[config.mk]
export PLATFORM = sky130hd
export DESIGN_NAME = pc_sample_hotspot_table_flat
export DESIGN_NICKNAME = d
export VERILOG_FILES = /design/src/hw/rtl/psht_pkg.sv /design/src/hw/rtl/psht_channels.sv /design/src/hw/rtl/psht_div.sv /design/src/hw/rtl/psht_datapath.sv /design/src/hw/rtl/psht_ctrl.sv /design/src/hw/rtl/pc_sample_hotspot_table.sv /design/src/flat_wrapper.sv
export VERILOG_INCLUDE_DIRS = /design/src /design/src/hw/rtl
export SDC_FILE = /design/constraint.sdc
export NUM_CORES = 2
export LEC_CHECK = 0
export BUFFER_PORTS_ARGS = -buffer_cell sky130_fd_sc_hd__buf_4
export CORE_ASPECT_RATIO = 2
export CORE_MARGIN = 3
export CORE_UTILIZATION = 54
export CTS_CLUSTER_SIZE = 20
export DETAILED_ROUTE_END_ITERATION = 8
export PLACE_DENSITY = 0.78
export SLEW_MARGIN = 20
export SYNTH_ARGS = -nofsm -noshare
export SYNTH_HDL_FRONTEND = slang
export SYNTH_SLANG_ARGS = --single-unit
[constraint.sdc]
create_clock -name clock -period 31.5 [get_ports clock]
set_input_delay 4.725 -clock clock [delete_from_list [all_inputs] [get_ports clock]]
set_output_delay 4.725 -clock clock [all_outputs]
set_load 0.02 [all_outputs]
[src/hw/rtl/pc_sample_hotspot_table_assert.svh]
// assertion macros used by the sequencing state machine of the hotspot table
`ifndef PC_SAMPLE_HOTSPOT_TABLE_ASSERT_SVH
`define PC_SAMPLE_HOTSPOT_TABLE_ASSERT_SVH

// property holds on every rising clock edge outside reset
`define PSHT_ASSERT(lbl, clk, rst, prop) \
   lbl: assert property (@(posedge clk) disable iff (rst) (prop)) \
      else $error("psht assertion failed");

// when pre holds, post must hold on the next edge
`define PSHT_ASSERT_NEXT(lbl, clk, rst, pre, post) \
   lbl: assert property (@(posedge clk) disable iff (rst) (pre) |=> (post)) \
      else $error("psht assertion failed");

`endif

[src/hw/rtl/psht_pkg.sv]
// shared types and constants of the hotspot table
`timescale 1ns / 1ps

package psht_pkg;

   localparam logic [1:0] OP_RECORD = 2'd0;
   localparam logic [1:0] OP_READ   = 2'd1;
   localparam logic [1:0] OP_CLEAR  = 2'd2;
   localparam logic [1:0] OP_UNUSED = 2'd3;

   localparam logic [9:0]  INC_RESET = 10'd100;
   localparam logic [10:0] RATIO_MAX = 11'd1024;
   localparam int          DIV_BITS  = 42;

   typedef struct packed {
      logic [31:0] base;
      logic [31:0] count;
      logic [10:0] ratio;
   } entry_type;

   typedef struct packed {
      logic accept;
      logic dec_rd;
      logic dec_wr;
      logic scan;
      logic credit;
      logic bub_rd;
      logic bub_chk;
      logic rd_rd;
      logic clear;
      logic emit;
   } cmd_type;

   typedef struct packed {
      logic scan_done;
      logic div_done;
      logic bub_top;
      logic bub_gt;
   } status_type;

endpackage

[src/hw/rtl/psht_channels.sv]
// request and response channel interfaces
`timescale 1ns / 1ps

interface psht_req_if;
   logic        valid;
   logic        ready;
   logic [1:0]  opcode;
   logic [31:0] sample_pc;
   logic [4:0]  read_slot;
   modport source (output valid, output opcode, output sample_pc, output read_slot,
                   input ready);
   modport sink   (input valid, input opcode, input sample_pc, input read_slot,
                   output ready);
endinterface

interface psht_rsp_if;
   logic        valid;
   logic        ready;
   logic [4:0]  slot;
   logic [31:0] region_base;
   logic [31:0] entry_count;
   logic [10:0] entry_ratio;
   logic [31:0] total_hits;
   modport source (output valid, output slot, output region_base, output entry_count,
                   output entry_ratio, output total_hits, input ready);
   modport sink   (input valid, input slot, input region_base, input entry_count,
                   input entry_ratio, input total_hits, output ready);
endinterface

[src/hw/rtl/psht_div.sv]
// restoring divider for the hit ratio, one quotient bit per cycle
`timescale 1ns / 1ps

module psht_div (
   input  logic        clock,
   input  logic        reset,
   input  logic        start,
   input  logic [31:0] count,
   input  logic [31:0] total,
   output logic [psht_pkg::DIV_BITS-1:0] quotient,
   output logic        done
);
   localparam int QW = psht_pkg::DIV_BITS;

   logic [QW-1:0] quo_ff;
   logic [31:0]   rem_ff;
   logic [31:0]   div_ff;
   logic [5:0]    cnt_ff;
   logic          busy_ff;
   logic          done_ff;
   logic [32:0]   trial;
   logic          fits;

   assign trial = {rem_ff, quo_ff[QW-1]};
   assign fits  = trial >= {1'b0, div_ff};

   always_ff @(posedge clock) begin
      if (reset) begin
         busy_ff <= 1'b0;
         done_ff <= 1'b0;
         cnt_ff  <= '0;
      end else begin
         done_ff <= 1'b0;
         if (start) begin
            busy_ff <= 1'b1;
            cnt_ff  <= '0;
         end else if (busy_ff) begin
            cnt_ff <= cnt_ff + 6'd1;
            if (cnt_ff == 6'(QW - 1)) begin
               busy_ff <= 1'b0;
               done_ff <= 1'b1;
            end
         end
      end
   end

   always_ff @(posedge clock) begin
      if (start) begin
         quo_ff <= {count, 10'd0};
         rem_ff <= '0;
         div_ff <= total;
      end else if (busy_ff) begin
         // dividend bits shift out the top while quotient bits shift in
         quo_ff <= {quo_ff[QW-2:0], fits};
         rem_ff <= fits ? 32'(trial - {1'b0, div_ff}) : trial[31:0];
      end
   end

   assign quotient = quo_ff;
   assign done     = done_ff;
endmodule

[src/hw/rtl/psht_datapath.sv]
// table memory, scan, credit and bubble datapath
`timescale 1ns / 1ps

module psht_datapath #(
   parameter int TABLE_ENTRIES = 20,
   parameter int REGION_BYTES  = 16
) (
   input  logic                 clock,
   input  logic                 reset,
   input  psht_pkg::cmd_type    cmd,
   output psht_pkg::status_type stat,
   input  logic [1:0]           req_opcode,
   input  logic [31:0]          req_sample_pc,
   input  logic [4:0]           req_read_slot,
   input  logic                 csr_wr_en,
   input  logic [9:0]           csr_wr_data,
   output logic [4:0]           rsp_slot,
   output logic [31:0]          rsp_region_base,
   output logic [31:0]          rsp_entry_count,
   output logic [10:0]          rsp_entry_ratio,
   output logic [31:0]          rsp_total_hits
);
   localparam int AW = $clog2(TABLE_ENTRIES);
   localparam logic [AW-1:0] LastIdx  = AW'(TABLE_ENTRIES - 1);
   localparam logic [31:0]   BaseMask = ~(32'(REGION_BYTES) - 32'd1);

   psht_pkg::entry_type mem [TABLE_ENTRIES];
   logic [TABLE_ENTRIES-1:0] valid_ff;
   psht_pkg::entry_type rd_data_ff;
   logic                rd_valid_ff;
   psht_pkg::entry_type rd_ent;

   logic          rd_en;
   logic [AW-1:0] rd_addr;
   logic          wr_en;
   logic [AW-1:0] wr_addr;
   psht_pkg::entry_type wr_data;

   logic [1:0]  op_ff, op_in;
   logic [31:0] base_ff, base_in;
   logic [4:0]  rs_ff, rs_in;
   logic [9:0]  inc_ff;
   logic [31:0] total_ff, total_in;
   logic [AW-1:0] dp_ff, dp_in;
   logic [AW:0] scan_addr_ff, scan_addr_in;
   logic        scan_tag_ff, scan_tag_in;
   logic [AW-1:0] scan_idx_ff, scan_idx_in;
   logic        free_found_ff, free_found_in;
   logic [AW-1:0] free_idx_ff, free_idx_in;
   logic [31:0] evict_ff, evict_in;
   logic [AW-1:0] idx_ff, idx_in;
   psht_pkg::entry_type cur_ff, cur_in;
   logic        div_go_ff;

   logic [4:0]  out_slot_ff;
   logic [31:0] out_base_ff, out_count_ff, out_total_ff;
   logic [10:0] out_ratio_ff;

   logic [psht_pkg::DIV_BITS-1:0] quotient;
   logic        div_done;
   logic        chk, match, is_last, gt, rs_in_range;

   psht_div u_div (
      .clock    (clock),
      .reset    (reset),
      .start    (div_go_ff),
      .count    (cur_ff.count),
      .total    (total_ff),
      .quotient (quotient),
      .done     (div_done)
   );

   // entries never written since reset or clear read as zero
   assign rd_ent      = rd_valid_ff ? rd_data_ff : '0;
   assign chk         = cmd.scan && scan_tag_ff;
   assign match       = rd_ent.base == base_ff;
   assign is_last     = scan_idx_ff == LastIdx;
   assign gt          = cur_ff.count > rd_ent.count;
   assign rs_in_range = 32'(rs_ff) < 32'(TABLE_ENTRIES);

   assign stat.scan_done = chk && (match || is_last);
   assign stat.div_done  = div_done;
   assign stat.bub_top   = idx_ff == '0;
   assign stat.bub_gt    = gt;

   always_comb begin
      rd_en       = 1'b0;
      rd_addr     = dp_ff;
      scan_tag_in = 1'b0;
      scan_idx_in = scan_idx_ff;
      if (cmd.dec_rd) begin
         rd_en = 1'b1;
      end else if (cmd.scan && (scan_addr_ff < (AW + 1)'(TABLE_ENTRIES))) begin
         rd_en       = 1'b1;
         rd_addr     = scan_addr_ff[AW-1:0];
         scan_tag_in = 1'b1;
         scan_idx_in = scan_addr_ff[AW-1:0];
      end else if (cmd.bub_rd) begin
         rd_en   = !stat.bub_top;
         rd_addr = idx_ff - AW'(1);
      end else if (cmd.rd_rd) begin
         rd_en   = rs_in_range;
         rd_addr = AW'(rs_ff);
      end
   end

   always_comb begin
      wr_en   = 1'b0;
      wr_addr = idx_ff;
      wr_data = cur_ff;
      if (cmd.dec_wr) begin
         wr_en   = rd_ent.count > 32'd1;
         wr_addr = dp_ff;
         wr_data = rd_ent;
         wr_data.count = rd_ent.count - 32'd1;
      end else if (cmd.bub_rd) begin
         wr_en = stat.bub_top;
      end else if (cmd.bub_chk) begin
         wr_en = 1'b1;
         if (gt) wr_data = rd_ent;
      end
   end

   always_comb begin
      op_in         = op_ff;
      base_in       = base_ff;
      rs_in         = rs_ff;
      total_in      = total_ff;
      dp_in         = dp_ff;
      scan_addr_in  = scan_addr_ff;
      free_found_in = free_found_ff;
      free_idx_in   = free_idx_ff;
      evict_in      = evict_ff;
      idx_in        = idx_ff;
      cur_in        = cur_ff;
      if (cmd.accept) begin
         op_in   = req_opcode;
         base_in = req_sample_pc & BaseMask;
         rs_in   = req_read_slot;
      end
      if (cmd.dec_wr) begin
         if (rd_ent.count > 32'd1) total_in = total_ff - 32'd1;
         dp_in         = (dp_ff == LastIdx) ? '0 : dp_ff + AW'(1);
         scan_addr_in  = '0;
         free_found_in = 1'b0;
         evict_in      = '0;
      end
      if (cmd.scan && rd_en) scan_addr_in = scan_addr_ff + (AW + 1)'(1);
      if (chk) begin
         if (match) begin
            idx_in       = scan_idx_ff;
            cur_in.count = rd_ent.count;
         end else if (is_last) begin
            cur_in.count = '0;
            if (free_found_ff) begin
               idx_in = free_idx_ff;
            end else begin
               // no free entry: the last one is evicted, a zero count costs nothing
               idx_in   = LastIdx;
               evict_in = rd_ent.count;
            end
         end else if (!free_found_ff && rd_ent.count == '0) begin
            free_found_in = 1'b1;
            free_idx_in   = scan_idx_ff;
         end
      end
      if (cmd.credit) begin
         cur_in.base  = base_ff;
         cur_in.count = cur_ff.count + 32'(inc_ff);
         total_in     = total_ff - evict_ff + 32'(inc_ff);
      end
      if (div_done) begin
         if (total_ff == '0)
            cur_in.ratio = '0;
         else if (quotient > psht_pkg::DIV_BITS'(psht_pkg::RATIO_MAX))
            cur_in.ratio = psht_pkg::RATIO_MAX;
         else
            cur_in.ratio = quotient[10:0];
      end
      if (cmd.bub_chk && gt) idx_in = idx_ff - AW'(1);
      if (cmd.clear) begin
         total_in = '0;
         dp_in    = '0;
      end
   end

   always_ff @(posedge clock) begin
      if (reset) begin
         valid_ff  <= '0;
         inc_ff    <= psht_pkg::INC_RESET;
         total_ff  <= '0;
         dp_ff     <= '0;
         div_go_ff <= 1'b0;
      end else begin
         if (cmd.clear)  valid_ff <= '0;
         else if (wr_en) valid_ff[wr_addr] <= 1'b1;
         if (csr_wr_en) inc_ff <= csr_wr_data;
         total_ff  <= total_in;
         dp_ff     <= dp_in;
         div_go_ff <= cmd.credit;
      end
   end

   always_ff @(posedge clock) begin
      if (wr_en) mem[wr_addr] <= wr_data;
      if (rd_en) begin
         rd_data_ff  <= mem[rd_addr];
         rd_valid_ff <= valid_ff[rd_addr];
      end
   end

   always_ff @(posedge clock) begin
      op_ff         <= op_in;
      base_ff       <= base_in;
      rs_ff         <= rs_in;
      scan_addr_ff  <= scan_addr_in;
      scan_tag_ff   <= scan_tag_in;
      scan_idx_ff   <= scan_idx_in;
      free_found_ff <= free_found_in;
      free_idx_ff   <= free_idx_in;
      evict_ff      <= evict_in;
      idx_ff        <= idx_in;
      cur_ff        <= cur_in;
   end

   always_ff @(posedge clock) begin
      if (cmd.emit) begin
         unique case (op_ff)
            psht_pkg::OP_RECORD: begin
               out_slot_ff  <= 5'(idx_ff);
               out_base_ff  <= cur_ff.base;
               out_count_ff <= cur_ff.count;
               out_ratio_ff <= cur_ff.ratio;
               out_total_ff <= total_ff;
            end
            psht_pkg::OP_READ: begin
               out_slot_ff  <= rs_ff;
               out_base_ff  <= rs_in_range ? rd_ent.base : '0;
               out_count_ff <= rs_in_range ? rd_ent.count : '0;
               out_ratio_ff <= rs_in_range ? rd_ent.ratio : '0;
               out_total_ff <= total_ff;
            end
            default: begin
               out_slot_ff  <= '0;
               out_base_ff  <= '0;
               out_count_ff <= '0;
               out_ratio_ff <= '0;
               out_total_ff <= '0;
            end
         endcase
      end
   end

   assign rsp_slot        = out_slot_ff;
   assign rsp_region_base = out_base_ff;
   assign rsp_entry_count = out_count_ff;
   assign rsp_entry_ratio = out_ratio_ff;
   assign rsp_total_hits  = out_total_ff;
endmodule

[src/hw/rtl/psht_ctrl.sv]
// sequencing state machine of the hotspot table
`timescale 1ns / 1ps
`include "pc_sample_hotspot_table_assert.svh"

module psht_ctrl (
   input  logic                 clock,
   input  logic                 reset,
   input  logic                 req_valid,
   input  logic [1:0]           req_opcode,
   output logic                 req_ready,
   output logic                 rsp_valid,
   input  logic                 rsp_ready,
   output psht_pkg::cmd_type    cmd,
   input  psht_pkg::status_type stat
);
   localparam logic [3:0] S_IDLE    = 4'd0;
   localparam logic [3:0] S_DEC_RD  = 4'd1;
   localparam logic [3:0] S_DEC_WR  = 4'd2;
   localparam logic [3:0] S_SCAN    = 4'd3;
   localparam logic [3:0] S_CREDIT  = 4'd4;
   localparam logic [3:0] S_DIV     = 4'd5;
   localparam logic [3:0] S_BUB_RD  = 4'd6;
   localparam logic [3:0] S_BUB_CHK = 4'd7;
   localparam logic [3:0] S_RD_RD   = 4'd8;
   localparam logic [3:0] S_CLR     = 4'd9;
   localparam logic [3:0] S_FINISH  = 4'd10;

   logic [3:0] state_ff, state_in;
   logic       rsp_valid_ff, rsp_valid_in;

   assign req_ready = state_ff == S_IDLE;

   always_comb begin
      cmd      = '0;
      state_in = state_ff;
      unique case (state_ff)
         S_IDLE: begin
            if (req_valid) begin
               cmd.accept = 1'b1;
               priority case (req_opcode)
                  psht_pkg::OP_RECORD: state_in = S_DEC_RD;
                  psht_pkg::OP_READ:   state_in = S_RD_RD;
                  psht_pkg::OP_CLEAR:  state_in = S_CLR;
                  default:             state_in = S_IDLE;
               endcase
            end
         end
         S_DEC_RD: begin
            cmd.dec_rd = 1'b1;
            state_in   = S_DEC_WR;
         end
         S_DEC_WR: begin
            cmd.dec_wr = 1'b1;
            state_in   = S_SCAN;
         end
         S_SCAN: begin
            cmd.scan = 1'b1;
            if (stat.scan_done) state_in = S_CREDIT;
         end
         S_CREDIT: begin
            cmd.credit = 1'b1;
            state_in   = S_DIV;
         end
         S_DIV: begin
            if (stat.div_done) state_in = S_BUB_RD;
         end
         S_BUB_RD: begin
            cmd.bub_rd = 1'b1;
            state_in   = stat.bub_top ? S_FINISH : S_BUB_CHK;
         end
         S_BUB_CHK: begin
            cmd.bub_chk = 1'b1;
            state_in    = stat.bub_gt ? S_BUB_RD : S_FINISH;
         end
         S_RD_RD: begin
            cmd.rd_rd = 1'b1;
            state_in  = S_FINISH;
         end
         S_CLR: begin
            cmd.clear = 1'b1;
            state_in  = S_FINISH;
         end
         S_FINISH: begin
            // wait until the output register is free
            if (!rsp_valid_ff || rsp_ready) begin
               cmd.emit = 1'b1;
               state_in = S_IDLE;
            end
         end
         default: state_in = S_IDLE;
      endcase
   end

   assign rsp_valid_in = cmd.emit ? 1'b1 : (rsp_ready ? 1'b0 : rsp_valid_ff);

   always_ff @(posedge clock) begin
      if (reset) begin
         state_ff     <= S_IDLE;
         rsp_valid_ff <= 1'b0;
      end else begin
         state_ff     <= state_in;
         rsp_valid_ff <= rsp_valid_in;
      end
   end

   assign rsp_valid = rsp_valid_ff;

   `PSHT_ASSERT(a_word_from_finish, clock, reset, $rose(rsp_valid_ff) |-> $past(state_ff) == S_FINISH)
   `PSHT_ASSERT_NEXT(a_div_to_bubble, clock, reset, state_ff == S_DIV && stat.div_done, state_ff == S_BUB_RD)
   `PSHT_ASSERT_NEXT(a_emit_done, clock, reset, cmd.emit, state_ff == S_IDLE && rsp_valid_ff)
endmodule

[src/hw/rtl/pc_sample_hotspot_table.sv]
// top level of the program-counter hotspot table
`timescale 1ns / 1ps

// Hotspot table of sampled program-counter regions, in which a credited entry moves up
// past entries with a lower hit count. One word is worked on at a time and each gives
// one response word (opcode 3 gives none). A record runs a decay read-modify-write, a
// serial scan of the table memory at one entry per cycle, a credit step, the 42-step
// restoring divider with its start and done strobes, and a bubble pass that reads and
// checks each position moved through the single read port, before its response is
// registered. A read or a clear passes through its own state and the finish state. A
// response not yet taken holds the block in its last state. A clear or reset empties
// the table at once through per-entry valid bits. The hit increment may be written on
// the csr port while the block is idle.
module pc_sample_hotspot_table #(
   parameter int TABLE_ENTRIES = 20,
   parameter int REGION_BYTES  = 16
) (
   input  logic        clock,
   input  logic        reset,
   psht_req_if.sink    req,
   psht_rsp_if.source  rsp,
   input  logic        csr_wr_en,
   input  logic [9:0]  csr_wr_data
);
   psht_pkg::cmd_type    cmd;
   psht_pkg::status_type stat;

   psht_ctrl u_ctrl (
      .clock      (clock),
      .reset      (reset),
      .req_valid  (req.valid),
      .req_opcode (req.opcode),
      .req_ready  (req.ready),
      .rsp_valid  (rsp.valid),
      .rsp_ready  (rsp.ready),
      .cmd        (cmd),
      .stat       (stat)
   );

   psht_datapath #(
      .TABLE_ENTRIES (TABLE_ENTRIES),
      .REGION_BYTES  (REGION_BYTES)
   ) u_datapath (
      .clock           (clock),
      .reset           (reset),
      .cmd             (cmd),
      .stat            (stat),
      .req_opcode      (req.opcode),
      .req_sample_pc   (req.sample_pc),
      .req_read_slot   (req.read_slot),
      .csr_wr_en       (csr_wr_en),
      .csr_wr_data     (csr_wr_data),
      .rsp_slot        (rsp.slot),
      .rsp_region_base (rsp.region_base),
      .rsp_entry_count (rsp.entry_count),
      .rsp_entry_ratio (rsp.entry_ratio),
      .rsp_total_hits  (rsp.total_hits)
   );
endmodule

[src/flat_wrapper.sv]
// flat-port wrapper written by rule: the top's interface ports become plain ports
module pc_sample_hotspot_table_flat 
#(
   parameter int TABLE_ENTRIES = 20,
   parameter int REGION_BYTES  = 16
)
  (clock, reset, csr_wr_en, csr_wr_data, req_valid, req_opcode, req_sample_pc, req_read_slot, req_ready, rsp_valid, rsp_slot, rsp_region_base, rsp_entry_count, rsp_entry_ratio, rsp_total_hits, rsp_ready);
  psht_req_if req_i ();
  psht_rsp_if rsp_i ();
  input  logic clock;
  input  logic reset;
  input  logic csr_wr_en;
  input  logic [9:0] csr_wr_data;
  input wire logic [$bits(req_i.valid)-1:0] req_valid;
  input wire logic [$bits(req_i.opcode)-1:0] req_opcode;
  input wire logic [$bits(req_i.sample_pc)-1:0] req_sample_pc;
  input wire logic [$bits(req_i.read_slot)-1:0] req_read_slot;
  output wire logic [$bits(req_i.ready)-1:0] req_ready;
  output wire logic [$bits(rsp_i.valid)-1:0] rsp_valid;
  output wire logic [$bits(rsp_i.slot)-1:0] rsp_slot;
  output wire logic [$bits(rsp_i.region_base)-1:0] rsp_region_base;
  output wire logic [$bits(rsp_i.entry_count)-1:0] rsp_entry_count;
  output wire logic [$bits(rsp_i.entry_ratio)-1:0] rsp_entry_ratio;
  output wire logic [$bits(rsp_i.total_hits)-1:0] rsp_total_hits;
  input wire logic [$bits(rsp_i.ready)-1:0] rsp_ready;
  assign req_i.valid = req_valid;
  assign req_i.opcode = req_opcode;
  assign req_i.sample_pc = req_sample_pc;
  assign req_i.read_slot = req_read_slot;
  assign req_ready = req_i.ready;
  assign rsp_valid = rsp_i.valid;
  assign rsp_slot = rsp_i.slot;
  assign rsp_region_base = rsp_i.region_base;
  assign rsp_entry_count = rsp_i.entry_count;
  assign rsp_entry_ratio = rsp_i.entry_ratio;
  assign rsp_total_hits = rsp_i.total_hits;
  assign rsp_i.ready = rsp_ready;
  pc_sample_hotspot_table #(.TABLE_ENTRIES(TABLE_ENTRIES), .REGION_BYTES(REGION_BYTES)) u_core (.clock(clock), .reset(reset), .req(req_i), .rsp(rsp_i), .csr_wr_en(csr_wr_en), .csr_wr_data(csr_wr_data));
endmodule
; Yosys cells after proc, flatten, opt, wreduce, memory -nomap -nowiden
; Memory sizes are Yosys's and may differ from the RTL's. A register that Yosys moved wholly into a read port is not among the register bits.
; Cells that the tools add are included.
[totals]
register_bits = 461
ramBits = 1500
input_bits = 54
out_inout_bits = 114
mem_count = 1
[classes]
n_lt_le_gt_ge = 9
n_mux = 86
eq_ne = 21
n_addsub = 10
bitwise = 5
reduce_logical = 39
[memory_table]
columns = name, depth, width, read_ports, rd_ports_with_merged_regs, wr, line
row1 = u_core.u_datapath.mem, 20, 75, 1, 1, 1, psht_datapath.sv:27  ; psht_pkg::entry_type mem [TABLE_ENTRIES];
[op_table]
columns = op, n
row1 = $mux W32, 15
row2 = $mux W75, 5
row3 = $pmux W32 S2, 2
row4 = $mux W42, 2
row5 = $add A32 B10 Y32, 2
row6 = $logic_not A32 Y1, 2
row7 = $sub A32 B1 Y32 const B, 2
row8 = $sub A32 B32 Y32, 2
row9 = $mux W5, 11
row10 = $gt A42 B11 Y1 const B, 1
row11 = $pmux W4 S10, 1
row12 = $mux W1, 35
row13 = $ge A33 B32 Y1, 1
row14 = $eq A32 B32 Y1, 1
row15 = $gt A32 B1 Y1 const B, 1
row16 = $gt A32 B32 Y1, 1
row17 = $mux W4, 6
row18 = $mux W11, 2
row19 = $pmux W11 S2, 1
row20 = $or A20 B20 Y20, 1
row21 = $eq A4 B3 Y1 const B, 4
row22 = $reduce_bool A2 Y1, 7
row23 = $add A6 B1 Y6 const B, 2
row24 = $eq A4 B4 Y1 const B, 3
row25 = other kinds (31), 60

; Depth between registers and ports, before layout
[depth]
ltp_word = 8
depth_mapped = 19
ltp_nobuf = 15

; Cells and area by module
; Synthesis repeated with hierarchy kept, for this count alone.
[unflattened]
hier_cells = 7088
hier_area_um2 = 87953.1
[modules_own_cells]
columns = mod, cells_per_inst, seq_area_each_um2, n_inst, area_per_inst_um2
row1 = psht_datapath, 6385, 56544.2, 1, 81205.4
row2 = psht_div, 633, 2922.8, 1, 6236.0
row3 = psht_ctrl, 70, 100.1, 1, 511.7

; Least setup slack after synthesis
; OpenSTA, ideal clock, no wires.
[synth_timing]
path_type = reg2reg
start = reg u_core.u_ctrl.state_ff[3]
end = reg u_core.u_datapath.rd_data_ff[0] (netlist name)
required_ps = 30729
path_stages_with_launch = 5
synth_period_minus_slack_ps = 10351
path_slack_ps = 21149
t_arrival_ps = 9581
cell_sequence = dfxtp_1 -> buf_2 -> buf_1 -> mux2i_1 -> o311ai_0
[synth_via]
elab_chain_len = 6
word_cells_on_any_way = 17
classes_between = eq/ne (4) / mux (12) / reduce/logical (1)
[synth_lines]
columns = item, line
row1 = from (decl), psht_ctrl.sv:28  ; logic [3:0] state_ff, state_in;
row2 = from (signal assigned), psht_ctrl.sv:101  ; state_ff <= state_in;
row3 = $eq A4 B4 Y1, psht_ctrl.sv:36  ; unique case (state_ff)
row4 = $mux W1, psht_ctrl.sv:36
row5 = $mux W5 / $mux W1 (equally long branches), psht_datapath.sv:101  ; end else if (cmd.rd_rd) begin
row6 = $mux W5 / $mux W1 (equally long branches), psht_datapath.sv:98  ; end else if (cmd.bub_rd) begin
row7 = $mux W5 / $mux W1 (equally long branches), psht_datapath.sv:93  ; end else if (cmd.scan && (scan_addr_ff < (AW + 1)'(TABLE_ENTRIES))) begin
row8 = $mux W5 / $mux W1 (equally long branches), psht_datapath.sv:91  ; if (cmd.dec_rd) begin
; Parallel ways exist; a longest one is shown, timed or not.
; A chain may end at the register's enable or synchronous reset.

; Final worst setup path
[layout_timing]
start = reg u_core.u_ctrl.state_ff[0]
end = out req_ready
[layout_via]
elab_chain_len = 1
[layout_lines]
columns = item, line
row1 = $logic_not A4 Y1, psht_ctrl.sv:31  ; assign req_ready = state_ff == S_IDLE;
row2 = to (decl), flat_wrapper.sv:18  ; output wire logic [$bits(req_i.ready)-1:0] req_ready;
; Every way passes these cells.

==> out/qor.csv <==
stage,metric,value,unit
worst_setup_path,critPathLaunchType,flip-flop,
layout,n_fill_cell,10800,
route,drc,0,
global_routing,grt_usage,26.6,%
worst_hold_path,min_path_type,flip-flop to flip-flop,
yosys,synth_edf_count,1879,
clocking,htree_levels,4,
clocking,cts_setup_buffers,0,
yosys,netlist.area_leader.share,66.4,%
yosys,ys_seq_elements,2036,
yosys,yosysMostFrequentCell,edfxtp_1,
die,fp.dieH,567,um
yosys,synth.distinct_cells,82,
yosys,syn_avg_cell_area,16.6,um^2
yosys,yosysTopAreaCell,edfxtp_1,
yosys,synth.cells.most_frequent,"edfxtp_1, nand2_1, mux4_2",
sta,max_slew.worst_pin.slew,1.11,ns
sta,relSlewSlack,26.3,%
clocking,holdBufCountCts,0,
worst_setup_path,cp_slowest_cell,dfxtp_1,
clocking,numCtsBuffers,180,
global_routing,grt_pass1_vias,50800,
yosys,seq_area_frac_synth,70.0,%
sta,fin_crit,7.13,ns
global_routing,grt_pass1_wl,321000,um
yosys,yosys_warnings,0,
sta,period_share,22.6,%
die,num_io_pins,168,
yosys,synth_ff_type,edfxtp_1,
sta,drv_slew,0,
sta,finalSetupViolCount,0,
yosys,netlist_area,85000,um^2
layout,design_area,94800,um^2
placement,io_buffers,163,
worst_setup_path,path_cells,nor2_1 > inv_1 > nor3_1 > buf_4,
job,cap_viol_max_count,0,
placement,routabilityCongestion,0.948,
worst_setup_path,worst-path-buf-inv,2,
placement,dp.final_hpwl,123000,um
yosys,ys_top_cells_by_area,"edfxtp_1, mux4_2, dfxtp_1",
route,vias,49300,
clocking,cts_resized,0,
worst_setup_path,worstPathMaxFanout,17,
power_and_ir_drop,powerDensity,92.1,nW/um^2
yosys,synthArstFlopShare,0,%
die,initial_utilization,54.4,%
layout,drive_above_1_share,20.2,%
power_and_ir_drop,p_sw_share,33.5,%
worst_setup_path,crit_family,flip-flops,
yosys,synth_cells,5136,
layout,multi_input_area,24000,um^2
global_routing,antenna_found_initial,4,
worst_setup_path,worstSetupPathType,flip-flop to primary output,
power_and_ir_drop,p_clk_share,25.1,%
sta,hold_viol_final,0,
clocking,cts_root_buf,clkbuf_16,
layout,seq_area,59600,um^2
die,rows,205,
route,totalWireLength,216000,um
sta,grt_setup_unrepaired,false,
die,fp.dieW,287,um
layout,synthToLayoutAreaGrowth,11.5,%
route,drt-pass1-iter-count,6,
clocking,clock_latency,0.83,ns
worst_setup_path,max_stage_delay,0.88,ns
route,wl_per_cell,28.6,um
sta,max_freq,140,MHz
clocking,cts_sinks,2036,
layout,fin_nets,5569,
sta,skew,0.0750,ns
power_and_ir_drop,power,8.73,mW
die,core,156000,um^2
placement,place_area,89000,um^2
worst_setup_path,arrival,2.40,ns
clocking,cts_tree,built,
power_and_ir_drop,p_sw,2.92,mW
power_and_ir_drop,power.leakage,31.5,nW
route,detail-route-antenna-nets,0,
outcome,status,"complete, no violations",
route,vias_per_cell,6.51,
sta,finalSetupTns,0,ns
power_and_ir_drop,ir_drop,0.0853,mV
worst_setup_path,cp-end-kind,primary output,
global_routing,overflow,0,
clocking,clk_pin_slew,0.07,ns
die,fp.dieArea,163000,um^2
yosys,synth_fp_nets,5339,
power_and_ir_drop,power_frac_comb,34.1,%
power_and_ir_drop,internal_power,5.81,mW
global_routing,grt_max_degree,115,
worst_setup_path,cp.required,26.78,ns
clocking,clockBufferDepth,4,
route,drt-initial-drc-count,5200,
power_and_ir_drop,pwr-share-seq,40.8,%
## sequential cells by signal (all words and copies together) (netlist names), 42 cells and up
name                              cells
u_core.u_datapath.cur_ff             71
u_core.u_datapath.mem              1500
u_core.u_datapath.u_div.quotient     42
u_core.u_datapath.rd_data_ff         75
## final timing paths
kind                                                     from                           endpoint  slack [ns]  depth (start not counted)
worst max register to register      u_core.u_ctrl.state_ff[0]   u_core.u_datapath.rd_data_ff[53]       25.36                         12
worst min-delay path            u_core.u_datapath.total_ff[6]  u_core.u_datapath.u_div.div_ff[6]        0.43                          0
worst min register to register  u_core.u_datapath.total_ff[6]  u_core.u_datapath.u_div.div_ff[6]        0.43                          0
worst max-delay path                u_core.u_ctrl.state_ff[0]                          req_ready       24.37                          4
## placed cells by master, fill, tap and decap left out, drive strengths merged, types with 11 or more instances in the layout
cell type and instances:
clkinvlp 11, mux2 75, o21ai 233, ha 137
inv 163, dfxtp 157, a22o 59, o22ai 46
a211oi 38, a21oi 130, nand3 86, xnor2 64
fa 12, o211ai 24, nor3 54, clkbuf 210
mux2i 53, nor2b 41, nand4 33, o21a 35
nand2b 14, nor2 211, bufinv 17, a21o 37
mux4 380, edfxtp 1879, nand3b 20, nand2 403
or3 23, nor4 30, a31oi 26, a22oi 164
and2 27, xor2 60, or2 13, clkinv 61
o31ai 11, buf 311, and3 21
## logic make-up (layout without fill, tap and decap cells)
| group | after synthesis | in the layout | synth area share [%] |
|---|---|---|---|
| AOI/OAI and AO/OA | 903 | 903 | 7.06 |
| xor gates and xnor gates | 124 | 124 | 1.28 |
| adders and majority gates | 149 | 149 | 2.30 |
| buffers and inverters | 411 | 773 | 2.15 |
| DFF | 2036 | 2036 | 70.0 |
| muxes | 508 | 508 | 11.7 |
| other | 1 | 3 | 0.00441 |
| and+or+nand+nor | 1004 | 1004 | 5.49 |
## per-stage QoR
step / worst slack (ns) / util, % / hold slack, ns / cells
global placement: 25.10 / 57.0 / 0.414 / 7250
floorplan: 21.15 / - / 0.408 / 5136
detailed placement: 25.07 / 57.0 / 0.416 / 7251
finish: 24.37 / 60.7 / 0.431 / 7570
global route: 24.30 / 60.7 / 0.455 / 7569
CTS: 24.38 / 60.7 / 0.433 / 7565
## layer usage
layer / GRT usage [%] / wire length [um] / up-vias
met5: 0 / 27 / -
met4: 15.1 / 13400 / 4
met3: 4.17 / 18100 / 732
met2: 46.4 / 113000 / 2869
met1: 31.4 / 72200 / 24800
li1: - / - / 20800
## area by class of cell
| type | instances | share of cell area [%] |
|---|---|---|
| clock buffers | 209 | 4.94 |
| repair buffers | 312 | 2.52 |
| well taps | 2070 | 2.73 |
| multi-input cells | 2689 | 25.3 |
| flip-flops and latches | 2036 | 62.8 |
| inverters | 147 | 0.583 |
| clock inverters | 105 | 1.10 |
| diodes | 2 | 0.00528 |
## power by group through the flow
stage | Sequential (mW) | Clock (mW) | Combinational (mW)
3_3_place_gp | 3.60 | 0 | 2.86
6_report | 3.56 | 2.19 | 2.98
3_5_place_dp | 3.61 | 0 | 2.92
5_1_grt | 3.57 | 2.31 | 3.22
4_1_cts | 3.55 | 2.21 | 2.97
2_1_floorplan | 3.58 | 0 | 2.17
No activity file was read; power rests on OpenSTA's default activity.
